### config.mk
export PLATFORM = sky130hd
export DESIGN_NAME = tempo_to_timer_settings_core
export DESIGN_NICKNAME = d
export VERILOG_FILES = /design/src/hw/rtl/ttts_pkg.sv /design/src/hw/rtl/tempo_to_timer_settings_core.sv
export VERILOG_INCLUDE_DIRS = /design/src /design/src/hw/rtl
export SDC_FILE = /design/constraint.sdc
export NUM_CORES = 1
export LEC_CHECK = 0
export ABC_AREA = 1
export BUFFER_PORTS_ARGS = -buffer_cell sky130_fd_sc_hd__buf_2
export CAP_MARGIN = 20
export CORE_MARGIN = 4
export CORE_UTILIZATION = 35
export CTS_CLUSTER_DIAMETER = 80
export DETAILED_ROUTE_END_ITERATION = 10
export PLACE_DENSITY = 0.58
export SETUP_SLACK_MARGIN = 0.02
export SYNTH_ARGS = -nofsm -noshare
export SYNTH_HDL_FRONTEND = slang
export SYNTH_SLANG_ARGS = --single-unit
### constraint.sdc
create_clock -name clk -period 3.3 [get_ports clk]
set_clock_uncertainty 0.15 [all_clocks]
set_input_delay 0.66 -clock clk [delete_from_list [all_inputs] [get_ports clk]]
set_output_delay 0.66 -clock clk [all_outputs]
set_load 0.02 [all_outputs]
### src/hw/rtl/tempo_to_timer_settings_core_macros.svh
// ----------------------------------------------------------------------------
// Tempo to timer settings: assertion macros
// Shorthand for clocked checks on clk with reset arst_n.
// ----------------------------------------------------------------------------
`ifndef TEMPO_TO_TIMER_SETTINGS_CORE_MACROS_SVH
`define TEMPO_TO_TIMER_SETTINGS_CORE_MACROS_SVH

// Consequent holds in the same cycle as the antecedent.
`define TTTS_ASSERT_SAME(lbl, ante, cons, msg) \
	lbl: assert property (@(posedge clk) disable iff (!arst_n) (ante) |-> (cons)) \
		else $error(msg);

// Consequent holds in the cycle after the antecedent.
`define TTTS_ASSERT_NEXT(lbl, ante, cons, msg) \
	lbl: assert property (@(posedge clk) disable iff (!arst_n) (ante) |=> (cons)) \
		else $error(msg);

`endif

### src/hw/rtl/ttts_pkg.sv
// ----------------------------------------------------------------------------
// Tempo to timer settings: package
// Widths, register indexes, status codes and the prescaler shift table.
// ----------------------------------------------------------------------------
package ttts_pkg;

	localparam int CMP_W   = 16;
	localparam int DIV_W   = 32;
	localparam int TEMPO_W = 16;
	localparam int TICKS_W = 8;
	localparam int OUT_W   = 16;
	localparam int CNT_W   = $clog2(DIV_W);

	localparam logic [DIV_W-1:0] CMP_LIMIT = DIV_W'((64'd1 << CMP_W) - 64'd1);

	localparam logic [DIV_W-1:0]   CYCLES_RESET = 32'd1440000000;
	localparam logic [TICKS_W-1:0] TICKS_RESET  = 8'd24;

	localparam logic REG_CYCLES = 1'b0;
	localparam logic REG_TICKS  = 1'b1;

	localparam logic [1:0] STATUS_OK         = 2'd0;
	localparam logic [1:0] STATUS_TEMPO_ZERO = 2'd1;
	localparam logic [1:0] STATUS_NO_FIT     = 2'd2;

	localparam logic [2:0] SEL_NONE  = 3'd0;
	localparam logic [2:0] SEL_FIRST = 3'd1;
	localparam logic [2:0] SEL_LAST  = 3'd7;

	typedef logic [3:0] shift_t;

	function automatic shift_t prescale_shift(input logic [2:0] sel);
		shift_t s;
		case (sel)
			3'd1:    s = 4'd0;
			3'd2:    s = 4'd1;
			3'd3:    s = 4'd2;
			3'd4:    s = 4'd3;
			3'd5:    s = 4'd6;
			3'd6:    s = 4'd8;
			3'd7:    s = 4'd10;
			default: s = 4'd0;
		endcase
		return s;
	endfunction

endpackage

### src/hw/rtl/tempo_to_timer_settings_core.sv
// ----------------------------------------------------------------------------
// Tempo to timer settings core
// Divides cycles per minute by tempo, picks the prescaler and divides the
// beat compare by ticks per beat, all on one shared restoring divider.
// ----------------------------------------------------------------------------
// Order: tempo zero is answered straight from idle; otherwise the cycles divide,
// the prescaler scan (k = 1..7) and the tick divide, and no fit ends at the scan.
// A request is taken only in idle, not while busy; the 32 plus 16 divider steps,
// one bit a cycle, and the scan set its run. A request may start as done pulses.
// Reset: async active low; clears control and results, restores register defaults.
module tempo_to_timer_settings_core (
	input  logic                         clk,
	input  logic                         arst_n,
	input  logic                         cfg_wr_en,
	input  logic                         cfg_index,
	input  logic [ttts_pkg::DIV_W-1:0]   cfg_data,
	input  logic                         start,
	output logic                         busy,
	input  logic [ttts_pkg::TEMPO_W-1:0] tempo_bpm,
	output logic                         done,
	output logic [1:0]                   status,
	output logic [2:0]                   prescale_select,
	output logic [ttts_pkg::OUT_W-1:0]   beat_compare,
	output logic [ttts_pkg::OUT_W-1:0]   tick_compare
);

`include "tempo_to_timer_settings_core_macros.svh"

	localparam logic [1:0] ST_IDLE = 2'd0;
	localparam logic [1:0] ST_DIV  = 2'd1;
	localparam logic [1:0] ST_SEL  = 2'd2;
	localparam logic [1:0] ST_TICK = 2'd3;

	localparam logic [ttts_pkg::CNT_W-1:0] DIV_LAST  = ttts_pkg::CNT_W'(ttts_pkg::DIV_W - 1);
	localparam logic [ttts_pkg::CNT_W-1:0] TICK_LAST = ttts_pkg::CNT_W'(ttts_pkg::CMP_W - 1);

	logic [ttts_pkg::DIV_W-1:0]   cycles_q;
	logic [ttts_pkg::TICKS_W-1:0] ticks_q;

	logic [1:0]                   state_q;
	logic [ttts_pkg::CNT_W-1:0]   cnt_q;
	logic [2:0]                   sel_q;
	logic [ttts_pkg::DIV_W-1:0]   dvd_q;
	logic [ttts_pkg::TEMPO_W-1:0] rem_q;
	logic [ttts_pkg::TEMPO_W-1:0] dsr_q;
	logic [ttts_pkg::CMP_W-1:0]   cmp_q;

	logic                         done_q;
	logic [1:0]                   status_q;
	logic [2:0]                   psel_q;
	logic [ttts_pkg::OUT_W-1:0]   beat_q;
	logic [ttts_pkg::OUT_W-1:0]   tick_q;

	logic                         accept;
	logic [ttts_pkg::TEMPO_W:0]   trial;
	logic [ttts_pkg::TEMPO_W:0]   diff;
	logic                         ge;
	logic [ttts_pkg::TEMPO_W-1:0] rem_d;
	logic [ttts_pkg::DIV_W-1:0]   dvd_d;
	logic [ttts_pkg::DIV_W-1:0]   shifted;
	logic                         fits;
	logic [ttts_pkg::TEMPO_W-1:0] tick_dsr;

	logic                         zero_req;
	logic                         run_req;
	logic                         zero_flag;
	logic                         err_res;
	logic                         ok_res;
	logic                         res_zero;
	logic                         res_sane;

	assign accept = start && (state_q == ST_IDLE);

	// one restoring step
	assign trial = {rem_q, dvd_q[ttts_pkg::DIV_W-1]};
	assign diff  = trial - {1'b0, dsr_q};
	assign ge    = !diff[ttts_pkg::TEMPO_W];
	assign rem_d = ge ? diff[ttts_pkg::TEMPO_W-1:0] : trial[ttts_pkg::TEMPO_W-1:0];
	assign dvd_d = {dvd_q[ttts_pkg::DIV_W-2:0], ge};

	assign shifted  = dvd_q >> ttts_pkg::prescale_shift(sel_q);
	assign fits     = (shifted <= ttts_pkg::CMP_LIMIT);
	assign tick_dsr = (ticks_q == '0) ? ttts_pkg::TEMPO_W'(1) : ttts_pkg::TEMPO_W'(ticks_q);

	always_ff @(posedge clk or negedge arst_n) begin
		if (!arst_n) begin
			cycles_q <= ttts_pkg::CYCLES_RESET;
			ticks_q  <= ttts_pkg::TICKS_RESET;
		end else if (cfg_wr_en) begin
			case (cfg_index)
				ttts_pkg::REG_CYCLES: cycles_q <= cfg_data;
				ttts_pkg::REG_TICKS:  ticks_q  <= cfg_data[ttts_pkg::TICKS_W-1:0];
				default:              ;
			endcase
		end
	end

	always_ff @(posedge clk or negedge arst_n) begin
		if (!arst_n) begin
			state_q  <= ST_IDLE;
			done_q   <= 1'b0;
			cnt_q    <= '0;
			sel_q    <= ttts_pkg::SEL_NONE;
			dvd_q    <= '0;
			rem_q    <= '0;
			dsr_q    <= '0;
			cmp_q    <= '0;
			status_q <= ttts_pkg::STATUS_OK;
			psel_q   <= ttts_pkg::SEL_NONE;
			beat_q   <= '0;
			tick_q   <= '0;
		end else begin
			done_q <= 1'b0;
			case (state_q)
				ST_IDLE: begin
					if (accept) begin
						if (tempo_bpm == '0) begin
							done_q   <= 1'b1;
							status_q <= ttts_pkg::STATUS_TEMPO_ZERO;
							psel_q   <= ttts_pkg::SEL_NONE;
							beat_q   <= '0;
							tick_q   <= '0;
						end else begin
							dvd_q   <= cycles_q;
							rem_q   <= '0;
							dsr_q   <= tempo_bpm;
							cnt_q   <= '0;
							state_q <= ST_DIV;
						end
					end
				end
				ST_DIV: begin
					dvd_q <= dvd_d;
					rem_q <= rem_d;
					cnt_q <= cnt_q + 1'b1;
					if (cnt_q == DIV_LAST) begin
						sel_q   <= ttts_pkg::SEL_FIRST;
						state_q <= ST_SEL;
					end
				end
				ST_SEL: begin
					if (fits) begin
						cmp_q   <= shifted[ttts_pkg::CMP_W-1:0];
						dvd_q   <= ttts_pkg::DIV_W'(shifted[ttts_pkg::CMP_W-1:0])
							<< (ttts_pkg::DIV_W - ttts_pkg::CMP_W);
						rem_q   <= '0;
						dsr_q   <= tick_dsr;
						cnt_q   <= '0;
						state_q <= ST_TICK;
					end else if (sel_q == ttts_pkg::SEL_LAST) begin
						done_q   <= 1'b1;
						status_q <= ttts_pkg::STATUS_NO_FIT;
						psel_q   <= ttts_pkg::SEL_NONE;
						beat_q   <= '0;
						tick_q   <= '0;
						state_q  <= ST_IDLE;
					end else begin
						sel_q <= sel_q + 1'b1;
					end
				end
				ST_TICK: begin
					dvd_q <= dvd_d;
					rem_q <= rem_d;
					cnt_q <= cnt_q + 1'b1;
					if (cnt_q == TICK_LAST) begin
						done_q   <= 1'b1;
						status_q <= ttts_pkg::STATUS_OK;
						psel_q   <= sel_q;
						beat_q   <= ttts_pkg::OUT_W'(cmp_q);
						tick_q   <= ttts_pkg::OUT_W'(dvd_d[ttts_pkg::CMP_W-1:0]);
						state_q  <= ST_IDLE;
					end
				end
				default: state_q <= ST_IDLE;
			endcase
		end
	end

	assign busy            = (state_q != ST_IDLE);
	assign done            = done_q;
	assign status          = status_q;
	assign prescale_select = psel_q;
	assign beat_compare    = beat_q;
	assign tick_compare    = tick_q;

	assign zero_req  = accept && (tempo_bpm == '0);
	assign run_req   = accept && (tempo_bpm != '0);
	assign zero_flag = done && (status == ttts_pkg::STATUS_TEMPO_ZERO);
	assign err_res   = done && (status != ttts_pkg::STATUS_OK);
	assign ok_res    = done && (status == ttts_pkg::STATUS_OK);
	assign res_zero  = (prescale_select == ttts_pkg::SEL_NONE) && (beat_compare == '0)
		&& (tick_compare == '0);
	assign res_sane  = (prescale_select != ttts_pkg::SEL_NONE) && (tick_compare <= beat_compare);

	`TTTS_ASSERT_NEXT(a_zero_tempo, zero_req, zero_flag, "tempo zero request not flagged")
	`TTTS_ASSERT_NEXT(a_run_busy, run_req, busy && !done, "request did not start the divider")
	`TTTS_ASSERT_SAME(a_err_zero, err_res, res_zero, "error result carries non-zero fields")
	`TTTS_ASSERT_SAME(a_ok_sel, ok_res, res_sane, "ok result with bad prescaler or tick")

endmodule
# Word level (Yosys, flattened, before mapping)
# Cells that the tools add are included.
[totals]
ff_bits = 168
inputBits = 53
out_inout_bits = 39
[op_classes]
magnitude_cmp = 1
bitwise = 1
n_mux = 55
reduce_logical = 18
shift = 1
n_addsub = 3
n_eq_ne = 21
[op_table]
columns = ["operator", "n"]
rows = [
  ["$mux W16", 13],
  ["$pmux W16 S3", 3],
  ["$mux W32", 3],
  ["$pmux W32 S3", 1],
  ["$le A32 B16 Y1 const B", 1],
  ["$pmux W16 S2", 1],
  ["$shr A32 B4 Y32", 1],
  ["$mux W3", 8],
  ["$pmux W4 S6", 1],
  ["$mux W2", 10],
  ["$sub A17 B16 Y17", 1],
  ["$logic_not A16 Y1", 1],
  ["$ne A2 B2 Y1 const B", 8],
  ["$mux W5", 3],
  ["$pmux W5 S3", 1],
  ["$eq A3 B3 Y1 const B", 4],
  ["$pmux W3 S3", 1],
  ["$logic_not A8 Y1", 1],
  ["$mux W8", 1],
  ["$pmux W2 S4", 1],
  ["$reduce_and A4 Y1", 2],
  ["$eq A3 B2 Y1 const B", 2],
  ["$pmux W2 S3", 1],
  ["$pmux W3 S2", 1],
  ["21 further kinds", 30],
]

# Depth between registers and ports, before layout
# Gate-level depths: netlist (run 1).
[logic_depth]
depth_word = 6
ltp_mapped = 21

# Worst setup path before layout (run 1)
# Ideal clock, no wire load.
[synth_path]
path_type = "flip-flop to flip-flop"
from = "register dvd_q[31] (netlist name)"
to = "register rem_q[12] (netlist name)"
path_stages_with_launch = 19
t_required_ns = 3.076
path_slack_ns = 0.562
synth_period_minus_slack_ns = 2.738
path_buffers = 1
t_arrival_ns = 2.514
setup_ns = 0.074
path_cell_list = "dfrtp_1 > inv_1 > ha_1 > fa_1 > nand3b_1 > nand2_1 > nand2_1 > nand2_1 > nand2_1 > nand2_1 > nand3_1 > nand2_1 > nand2_1 > nand2_1 > clkbuf_1 > nand2_1 > nand2_1 > nand2_1 > o21ai_2"
[synth_between]
elab_chain_cells = 4
elab_cells_between_ends = 7
[synth_rtl]
columns = ["item", "line_no", "text"]
rows = [
  ["from (decl)", "tempo_to_timer_settings_core.sv:43", "logic [ttts_pkg::DIV_W-1:0] dvd_q;"],
  ["from (signal assigned)", "tempo_to_timer_settings_core.sv:124", "dvd_q <= cycles_q;"],
  ["from (signal assigned)", "tempo_to_timer_settings_core.sv:133", "dvd_q <= dvd_d;"],
  ["from (signal assigned)", "tempo_to_timer_settings_core.sv:144", "dvd_q <= ttts_pkg::DIV_W'(shifted[ttts_pkg::CMP_W-1:0])"],
  ["$shr A32 B4 Y32", "tempo_to_timer_settings_core.sv:81", "assign shifted = dvd_q >> ttts_pkg::prescale_shift(sel_q);"],
  ["$le A32 B16 Y1", "tempo_to_timer_settings_core.sv:82", "assign fits = (shifted <= ttts_pkg::CMP_LIMIT);"],
  ["$ne A2 B2 Y1 (no line)", "n/a", ""],
  ["$reduce_and A3 Y1 (no line)", "n/a", ""],
  ["to (signal assigned)", "tempo_to_timer_settings_core.sv:134", "rem_q <= rem_d;"],
  ["to (signal assigned)", "tempo_to_timer_settings_core.sv:163", "rem_q <= rem_d;"],
  ["to (decl)", "tempo_to_timer_settings_core.sv:44", "logic [ttts_pkg::TEMPO_W-1:0] rem_q;"],
]
# Parallel ways exist; a longest one is shown, timed or not.
# A chain may end at the register's enable or synchronous reset.

# Worst setup path after layout (run 1)
[layout_path]
from = "register sel_q[1]"
to = "register tick_q (netlist bit tick_compare[12])"
[layout_between]
elab_chain_cells = 6
elab_cells_between_ends = 12
[layout_rtl]
columns = ["item", "line_no", "text"]
rows = [
  ["from (decl)", "tempo_to_timer_settings_core.sv:42", "logic [2:0] sel_q;"],
  ["from (signal assigned)", "tempo_to_timer_settings_core.sv:103", "sel_q <= ttts_pkg::SEL_NONE;"],
  ["from (signal assigned)", "tempo_to_timer_settings_core.sv:137", "sel_q <= ttts_pkg::SEL_FIRST;"],
  ["from (signal assigned)", "tempo_to_timer_settings_core.sv:158", "sel_q <= sel_q + 1'b1;"],
  ["$eq A3 B3 Y1, or another cell as far along", "ttts_pkg.sv:34, tempo_to_timer_settings_core.sv:150", ""],
  ["$pmux W4 S6", "ttts_pkg.sv:34", "case (sel)"],
  ["$shr A32 B4 Y32", "tempo_to_timer_settings_core.sv:81", ""],
  ["$le A32 B16 Y1", "tempo_to_timer_settings_core.sv:82", ""],
  ["$ne A2 B2 Y1 (no line)", "n/a", ""],
  ["$reduce_and A6 Y1 (no line) *", "n/a", ""],
  ["to (signal assigned)", "tempo_to_timer_settings_core.sv:170", "tick_q <= ttts_pkg::OUT_W'(dvd_d[ttts_pkg::CMP_W-1:0]);"],
  ["to (decl)", "tempo_to_timer_settings_core.sv:52", "logic [ttts_pkg::OUT_W-1:0] tick_q;"],
]
# Mark *: on every way between the ends. The rest lies on a longest branch, timed or not.

==> flow_results.org, run 1 <==
** Floorplanning
- The floorplan step defined a core boundary enclosing 0.0280 mm².
- Die width :: 177 µm
- Rows :: 61
- Pin placement for this block handled 92 I/O pins.
- Die span in y :: 177 µm
- The die covers 0.0315 mm².
- Initial core utilization :: 35.9%

** Power and ir drop
- For this design the static power due to leakage is 5.81 nW.
- In this run the power density over the cells is 950 mW/mm².
- IR analysis of the VDD net gives a maximum drop of 0.638 mV.
- Total power draw :: 10.9 mW

** CTS
- Clock-pin slew was measured on the worst setup and hold paths at 0.07 ns.
- Counting every sink on the clock net gives 168.
- Total number of H-tree levels :: 4
- Total CTS buffers :: 17
- Once the clock tree was built, the resizer swapped 0 gates to a different size.
- The root buffer cell chosen for the clock tree is sky130_fd_sc_hd__clkbuf_16.
- For this design, the CTS-stage hold fixing added 0 buffers.
- In this run the deepest clock path goes through 2 buffers.
- After clock tree synthesis, the setup repair step added 0 buffers.
- For the worst-skew pair, the clock arrives at the later sink with an insertion delay of 0.43 ns.
- CTS tree :: built

** GRT
- The number of antenna violations at the first check in global routing came to 0.
- The number of global-route vias before repair is 8550.
- Aggregate global routing overflow :: 0
- The first global-routing pass estimated 45100 µm of wire.
- Maximum number of pins on one net before global-route repair :: 85
- Tot GR Track Use :: 17.7%

** Drt
- Summing over every cut layer, the via total after detailed routing is 9093.
- Number of iterations in the first detailed-routing pass :: 6
- After detailed routing, the average wire length per cell comes to 15.2 µm.
- For this block, the routed nets add up to 27800 µm of wire.
- The detail route stage leaves a number of antenna-violating nets equal to 0.
- After detailed routing, the number of vias per cell comes to 4.97.
- After detailed routing, the number of remaining DRC violations is 0.
- For this block, the initial DRC count from the detailed router was 902.

** Logic synthesis
- Gate count of the mapped netlist :: 1369
- For this run, asynchronously set or reset flops after synthesis account for 100%.
- A synthesized cell averages 7.34 µm².
- The netlist uses 45 different library cells.
- By count the netlist is led by 482 x sky130_fd_sc_hd__nand2_1, 155 x sky130_fd_sc_hd__dfrtp_1, 134 x sky130_fd_sc_hd__nand3_1.
- Synthesis produced a netlist with a net count of 1453.
- Portion of the post-synthesis area used by sequential elements :: 42.0%
- Cell with the most instances after synthesis :: sky130_fd_sc_hd__nand2_1
- Number of storage elements in the synthesis netlist :: 168
- Area share of the largest cell type after synthesis :: 38.6%
- For this run, the leading register cell type out of synthesis is sky130_fd_sc_hd__dfrtp_1.
- Ranking of synthesized cells by area :: sky130_fd_sc_hd__dfrtp_1 39%, sky130_fd_sc_hd__nand2_1 18%, sky130_fd_sc_hd__nand3_1 6.7%
- After synthesis the cells add up to 0.0100 mm².
- For this run, the number of Yosys warnings is 0.
- Number of enable flip-flop cells after synthesis :: 0
- Synth area leader :: sky130_fd_sc_hd__dfrtp_1

** Run
- Max-cap violations in this run came to 0.

** STA
- Shortest clock period the worst path allows after layout :: 2.95 ns
- Max Clock Freq :: 0.339 GHz
- Worst Tran Pin Value :: 0.933 ns
- The final hold violation count was 0.
- Once routing completed, OpenROAD measured the worst setup slack at 0.346 ns.
- The max-slew violation total from the final report came to 0.
- The worst path uses 89.5% of the clock period.
- RSZ-0062 raised after global routing :: no
- In the final timing run, aggregate negative setup slack is 0 ns.
- Setup violations remaining at the end of the flow were counted as 0.
- Max-Slew Margin vs Limit :: 37.6%

** Worst setup path
- Worst Path Max Fanout :: 73
- The worst register-to-register path begins at sel_q[1].
- The most critical setup path has its startpoint at sel_q[1].
- By startpoint and endpoint, the worst setup path is classified as reg -> reg.
- For the worst setup path, the data required time is 3.50 ns.
- For the worst setup path, the data arrival time is 3.15 ns.
- Category of the worst setup path capture point :: flop
- Type of origin of the critical path :: flop

** Run status
- The flow ran to the end, and the final reports show no timing, DRC or antenna violations.

** Place
- Pre-CTS setup slack :: 0.306 ns
- HPWL Detailed :: 20500 µm
- Routability congestion estimate :: 0.890
- Post-placement cell count :: 1798
- In this run the tool buffered the top-level ports with 91 buffer cells.

** Final layout
- The repair_antennas step left the layout with diodes totalling 0.
- Of the cells placed in the final design, the portion with a size suffix greater than 1 is 14.7%.
- Cells fill 40.9% of the core in the end.
- Non-filler instance count after layout :: 1830
- After the last flow step, the layout net total stands at 1523.
- From synthesis to final layout, the design area changed by 14.0%.

** Hold path
- Path category of the worst min-delay check :: in -> async
## final timing paths
path | slack (ns) | endpoint | cells past startpoint
hold reg to reg | 0.32 | cycles_q[23] | 2
hold / removal | 0.08 | dsr_q[9] | 1
min in group clk | 0.30 | cycles_q[23] | 3
setup / recovery | 0.35 | tick_compare[12] | 17
max in group asynchronous | 2.10 | cycles_q[24] | 2
setup reg to reg | 0.35 | tick_compare[12] | 17
## critical path, cell delays in order, from the launching register on
cell and delay, ns:
sky130_fd_sc_hd__dfrtp_1 0.42, sky130_fd_sc_hd__inv_1 0.12, sky130_fd_sc_hd__ha_1 0.21, sky130_fd_sc_hd__nand2_2 0.21, sky130_fd_sc_hd__nand2_8 0.24, sky130_fd_sc_hd__nand2_1 0.09
sky130_fd_sc_hd__nand3_1 0.13, sky130_fd_sc_hd__nand3_1 0.09, sky130_fd_sc_hd__nand2_1 0.09, sky130_fd_sc_hd__nand2_1 0.06, sky130_fd_sc_hd__nor2_1 0.11, sky130_fd_sc_hd__nand2_1 0.08
sky130_fd_sc_hd__nand2_2 0.14, sky130_fd_sc_hd__nand3_4 0.13, sky130_fd_sc_hd__nand2_2 0.12, sky130_fd_sc_hd__buf_12 0.27, sky130_fd_sc_hd__nand2_1 0.09, sky130_fd_sc_hd__o21ai_1 0.09
## layout by cell type (no fill, tap or decap), drive strengths merged, types with 2 or more instances in the layout
cell and count:
dfstp 13, nor2 48, nand3 135, a21o 2, o22ai 13, xnor2 2
or2 6, clkinv 6, o211ai 11, nand4 9, a21oi 40, nor3 4
nand3b 2, o21ai 170, mux2 10, nand2 495, xor2 11, ha 30
buf 122, dfrtp 155, o21bai 6, nor4 2, clkbuf 19, a211oi 2
inv 130
## layout make-up
cell class              count  area (µm²)
clock buffers              19         443
clock inverters            13         139
fillers                  2940       16600
inverters                 125         474
multi-input cells        1005        4970
flip-flops and latches    168        4220
well taps                 378         473
repair buffers            122         732
## sequential cells by signal, indices dropped and copies added (netlist names), 5 cells and up
name and cells:
beat_compare 16, cnt_q 5, dvd_q 32, dsr_q 16
ticks_q 8, rem_q 16, cmp_q 16, tick_compare 16
cycles_q 32
## kinds of logic (layout without fill, tap and decap cells)
| kind of cell | after synthesis | in the layout | share of synthesized area [%] |
|---|---|---|---|
| simple gates | 702 | 702 | 29.2 |
| buf+inv | 196 | 279 | 8.69 |
| xor+xnor | 13 | 13 | 1.13 |
| flops | 168 | 168 | 42.0 |
| compound gates | 248 | 248 | 13.8 |
| mux | 11 | 11 | 1.22 |
| fa+ha+maj | 31 | 31 | 3.94 |
## stage by stage
step           hold slack, ns  cell area [µm²]
6_report               0.0807            11500
3_5_place_dp            0.309            10900
4_1_cts                 0.106            11400
3_3_place_gp            0.302            10900
2_1_floorplan           0.214            10000
5_1_grt                 0.126            11500
## metal layers
layer	track usage [%]	up-vias	wire (µm)
li1	-	4590	-
met1	28.7	4165	14700
met2	24.0	316	10800
met3	3.26	22	2030
met4	4.16	0	281
met5	0	-	0
## power by group
group | leakage (nW) | internal [mW] | switching (mW) | total, mW
clock | 0.285 | 1.09 | 0.932 | 2.02
sequential | 2.16 | 2.60 | 0.460 | 3.06
combinational | 3.36 | 1.90 | 3.89 | 5.80
total | 5.81 | 5.59 | 5.28 | 10.9
(Power assumes the default switching activity.)
==> run 2: changes to the inputs <==
--- a/config.mk
+++ b/config.mk
@@ -7,7 +7,7 @@
 export NUM_CORES = 1
 export LEC_CHECK = 0
 export ABC_AREA = 1
-export BUFFER_PORTS_ARGS = -buffer_cell sky130_fd_sc_hd__buf_2
+export BUFFER_PORTS_ARGS = -buffer_cell sky130_fd_sc_hd__clkbuf_2
 export CAP_MARGIN = 20
 export CORE_MARGIN = 4
 export CORE_UTILIZATION = 35
==> run 2 against run 1 <==
Wire length is 0.65% lower. Clock-buffer cell count did not move. Combinational power shrank 0.7%. Critical path type is now reg -> out. Sequential power about the same.
==> flow_results.org, run 2 (same netlist as run 1, synthesis figures left out) <==
** Final layout
- The number of non-filler instances in the completed layout is 1829 (-0.055%).
- Final-stage net count :: 1522 (-0.066%)
- The share of post-route cells with drive strength above 1 was 14.7% (-0.059 points).
- Antenna diode count :: 0 (unchanged)
- The area growth from synthesis to layout is 14.4%.
- The library cell used most frequently in the layout, excluding fill and tap cells, is sky130_fd_sc_hd__nand2_1.
- The core utilization of the finished layout came to 41.0% (+0.13 points).
- Fill cell count :: 2975 (+1.2%)
- Largest registers ranked by flip-flop count :: cycles_q x32, dvd_q x32
- Commonest cells after routing, fill and taps aside :: 481 x sky130_fd_sc_hd__nand2_1, 155 x sky130_fd_sc_hd__dfrtp_1, 134 x sky130_fd_sc_hd__nand3_1

** Floorplanning
- Die width :: 177 µm (unchanged)
- The die outline height came to 177 µm (unchanged).
- Std-Cell Core Area :: 0.0280 mm² (unchanged)
- Rows :: 61 (unchanged)
- Initial core utilization :: 35.9% (unchanged)
- IO Pins :: 92 (unchanged)
- Die area :: 0.0315 mm² (unchanged)

** GRT
- Tot GR Track Use :: 17.9% (+0.16 points)
- The first-pass GRT wire length is 45400 µm (+0.60%).
- The largest net degree at the start of global routing is 71 (-16%).
- Aggregate global routing overflow :: 0 (unchanged)
- The number of antenna violations at the first check in global routing came to 0 (unchanged).
- Number of global-route vias before repair :: 8554 (+0.047%)

** STA
- Slew Viols, Final :: 0 (unchanged)
- The total negative setup slack was 0 ns (unchanged).
- Final hold slack :: 0.0960 ns (+0.0153 ns)
- Final hold vios :: 0 (unchanged)
- The portion of the clock cycle consumed by the worst path in the final layout is 90.1% (+0.60 points).
- Max-Slew Margin vs Limit :: 35.6% (-2.0 points)
- Setup repair after global routing left no endpoint under its margin.
- The actual slew at the worst max-slew pin was 0.963 ns (+0.0302 ns).
- The highest clock frequency the design can meet was 0.336 GHz (-0.66%).
- The count of final setup violators is 0 (unchanged).
- Shortest clock period the worst path allows after layout :: 2.97 ns (+0.0198 ns)

** Run
- The number of max-cap violations is 0 (unchanged).

** Drt
- Violation count after the first detailed-routing iteration :: 878 (-2.7%)
- The number of optimization iterations in the first detailed-route pass is 5 (-1).
- The average via count per standard cell came to 5.00 (+0.60%).
- The detailed-route via count is 9143 (+0.55%).
- The total length of routed wires is 27600 µm (-0.65%).
- The final routed DRC violation total came to 0 (unchanged).
- The count of antenna-violating nets left after detailed routing came to 0 (unchanged).
- The routed wirelength normalized by instance count came to 15.1 µm (-0.60%).

** Power and ir drop
- The ratio of total power to cell area was 954 mW/mm² (+0.46%).
- The peak supply drop is 0.448 mV (-30%).
- The leakage dissipation came to 5.81 nW (about the same).

** Worst setup path
- The worst setup path is launched from a flop.
- Sequence of cells on the critical path :: inv_1 > ha_1 > inv_1 > buf_4 > clkbuf_2
- In this run the worst setup path terminates at busy.
- STA classifies the critical path endpoint as a primary output.
- Flop2flop setup slack :: 0.33 ns (-0.02 ns)
- The arrival time at the worst endpoint was 2.16 ns (-0.99 ns).
- The critical path starts at state_q[0].
- The number of cells on the worst reg-to-reg path was 14 (-3).
- In this run the critical register-to-register path is captured at dvd_q[23].
- The critical path required time is 2.49 ns (-1.01 ns).
- The cell that appears most often on the critical path is sky130_fd_sc_hd__inv_1.
- Startpoint of the worst register-to-register path :: sel_q[1]
- The largest fanout of any net on the critical path came to 18 (-75%).
- Biggest cell delay along the critical path :: 0.63 ns (+0.21 ns)
- On the critical path, the stage with the largest delay is an instance of sky130_fd_sc_hd__dfrtp_1.
- The critical path in this run is classified as reg -> out.

** Place
- The cell count after placement was 1796 (-0.11%).
- The estimated wirelength of the detail-placed design is 20500 µm (about the same).
- The number of buffers inserted by port buffering was 91 (unchanged).
- The final estimated routing congestion in global placement is 0.914 (+2.7%).

** CTS
- Total CTS buffers :: 17 (unchanged)
- The clock transition time at the flip-flop clock pins of the worst setup and hold paths came to 0.07 ns (about the same).
- CTS root buffer :: sky130_fd_sc_hd__clkbuf_16
- CTS tree :: built
- Total number of H-tree levels :: 4 (unchanged)
- The insertion delay to the later sink of the worst-skew pair was 0.44 ns (about the same).
- CTS Sinks :: 168 (unchanged)
- The number of buffers on the longest clock path is 2 (unchanged).
- The number of buffers added to fix hold violations after cts came to 0 (unchanged).

** Run status
- The run finished with clean final reports.

** Hold path
- Path category of the worst min-delay check :: in -> async
run 2: power by group:
part | total (mW) | leakage (nW) | switching, mW | internal (mW)
logic | 5.76 | 3.34 | 3.85 | 1.92
registers | 3.09 | 2.16 | 0.487 | 2.60
clock network | 2.11 | 0.299 | 0.944 | 1.17
run 2: worst min-delay path by stage:
stage	slack (ns)	to	cells after the start
after floorplan	0.21	beat_compare[0]	0
after global placement	0.30	cycles_q[23]	2
after detailed placement	0.31	cycles_q[23]	2
after CTS	0.12	dsr_q[12]	1
after global routing	0.14	dsr_q[12]	1
final	0.1	dsr_q[12]	1
run 2: final cells by class:
cell class / instances / area, µm² / share of cell area [%]
clock buffer: 19 / 443 / 3.85
tap: 378 / 473 / 4.12
timing repair buffer: 121 / 757 / 6.59
clock inverter: 13 / 160 / 1.39
multi-input combinational: 1005 / 4960 / 43.2
inverter: 125 / 474 / 4.13
sequential: 168 / 4220 / 36.7
run 2: timing repair:
action,CTS,global route
endpoints found under the setup margin,0,21
buffers inserted,0,1
resized for setup,0,4
run 2: through the flow:
stage                     area, µm²  setup slack [ns]  power (mW)
after floorplan               10000             0.562        7.29
after global placement        10900             0.304        8.72
after detailed placement      10900             0.250        8.77
after CTS                     11500             0.237        10.9
after global routing          11500            0.0855        11.9
final                         11500             0.326        11.0
run 2: metal layers:
layer  part of all wire (%)  vias up  GRT usage [%]
met2                     39      352           24.2
li1                       -     4591              -
met1                     52     4175           28.9
met5                      0        -              0
met4                    1.2        0           4.71
met3                    8.4       25           3.11
run 2: worst max-delay path: cells and delay by family, from the launching register on:
| family | cells | cell delay [ns] |
|---|---|---|
| fa+ha+maj | 1 | 0.28 |
| buf+inv | 4 | 0.81 |
| flops | 1 | 0.63 |
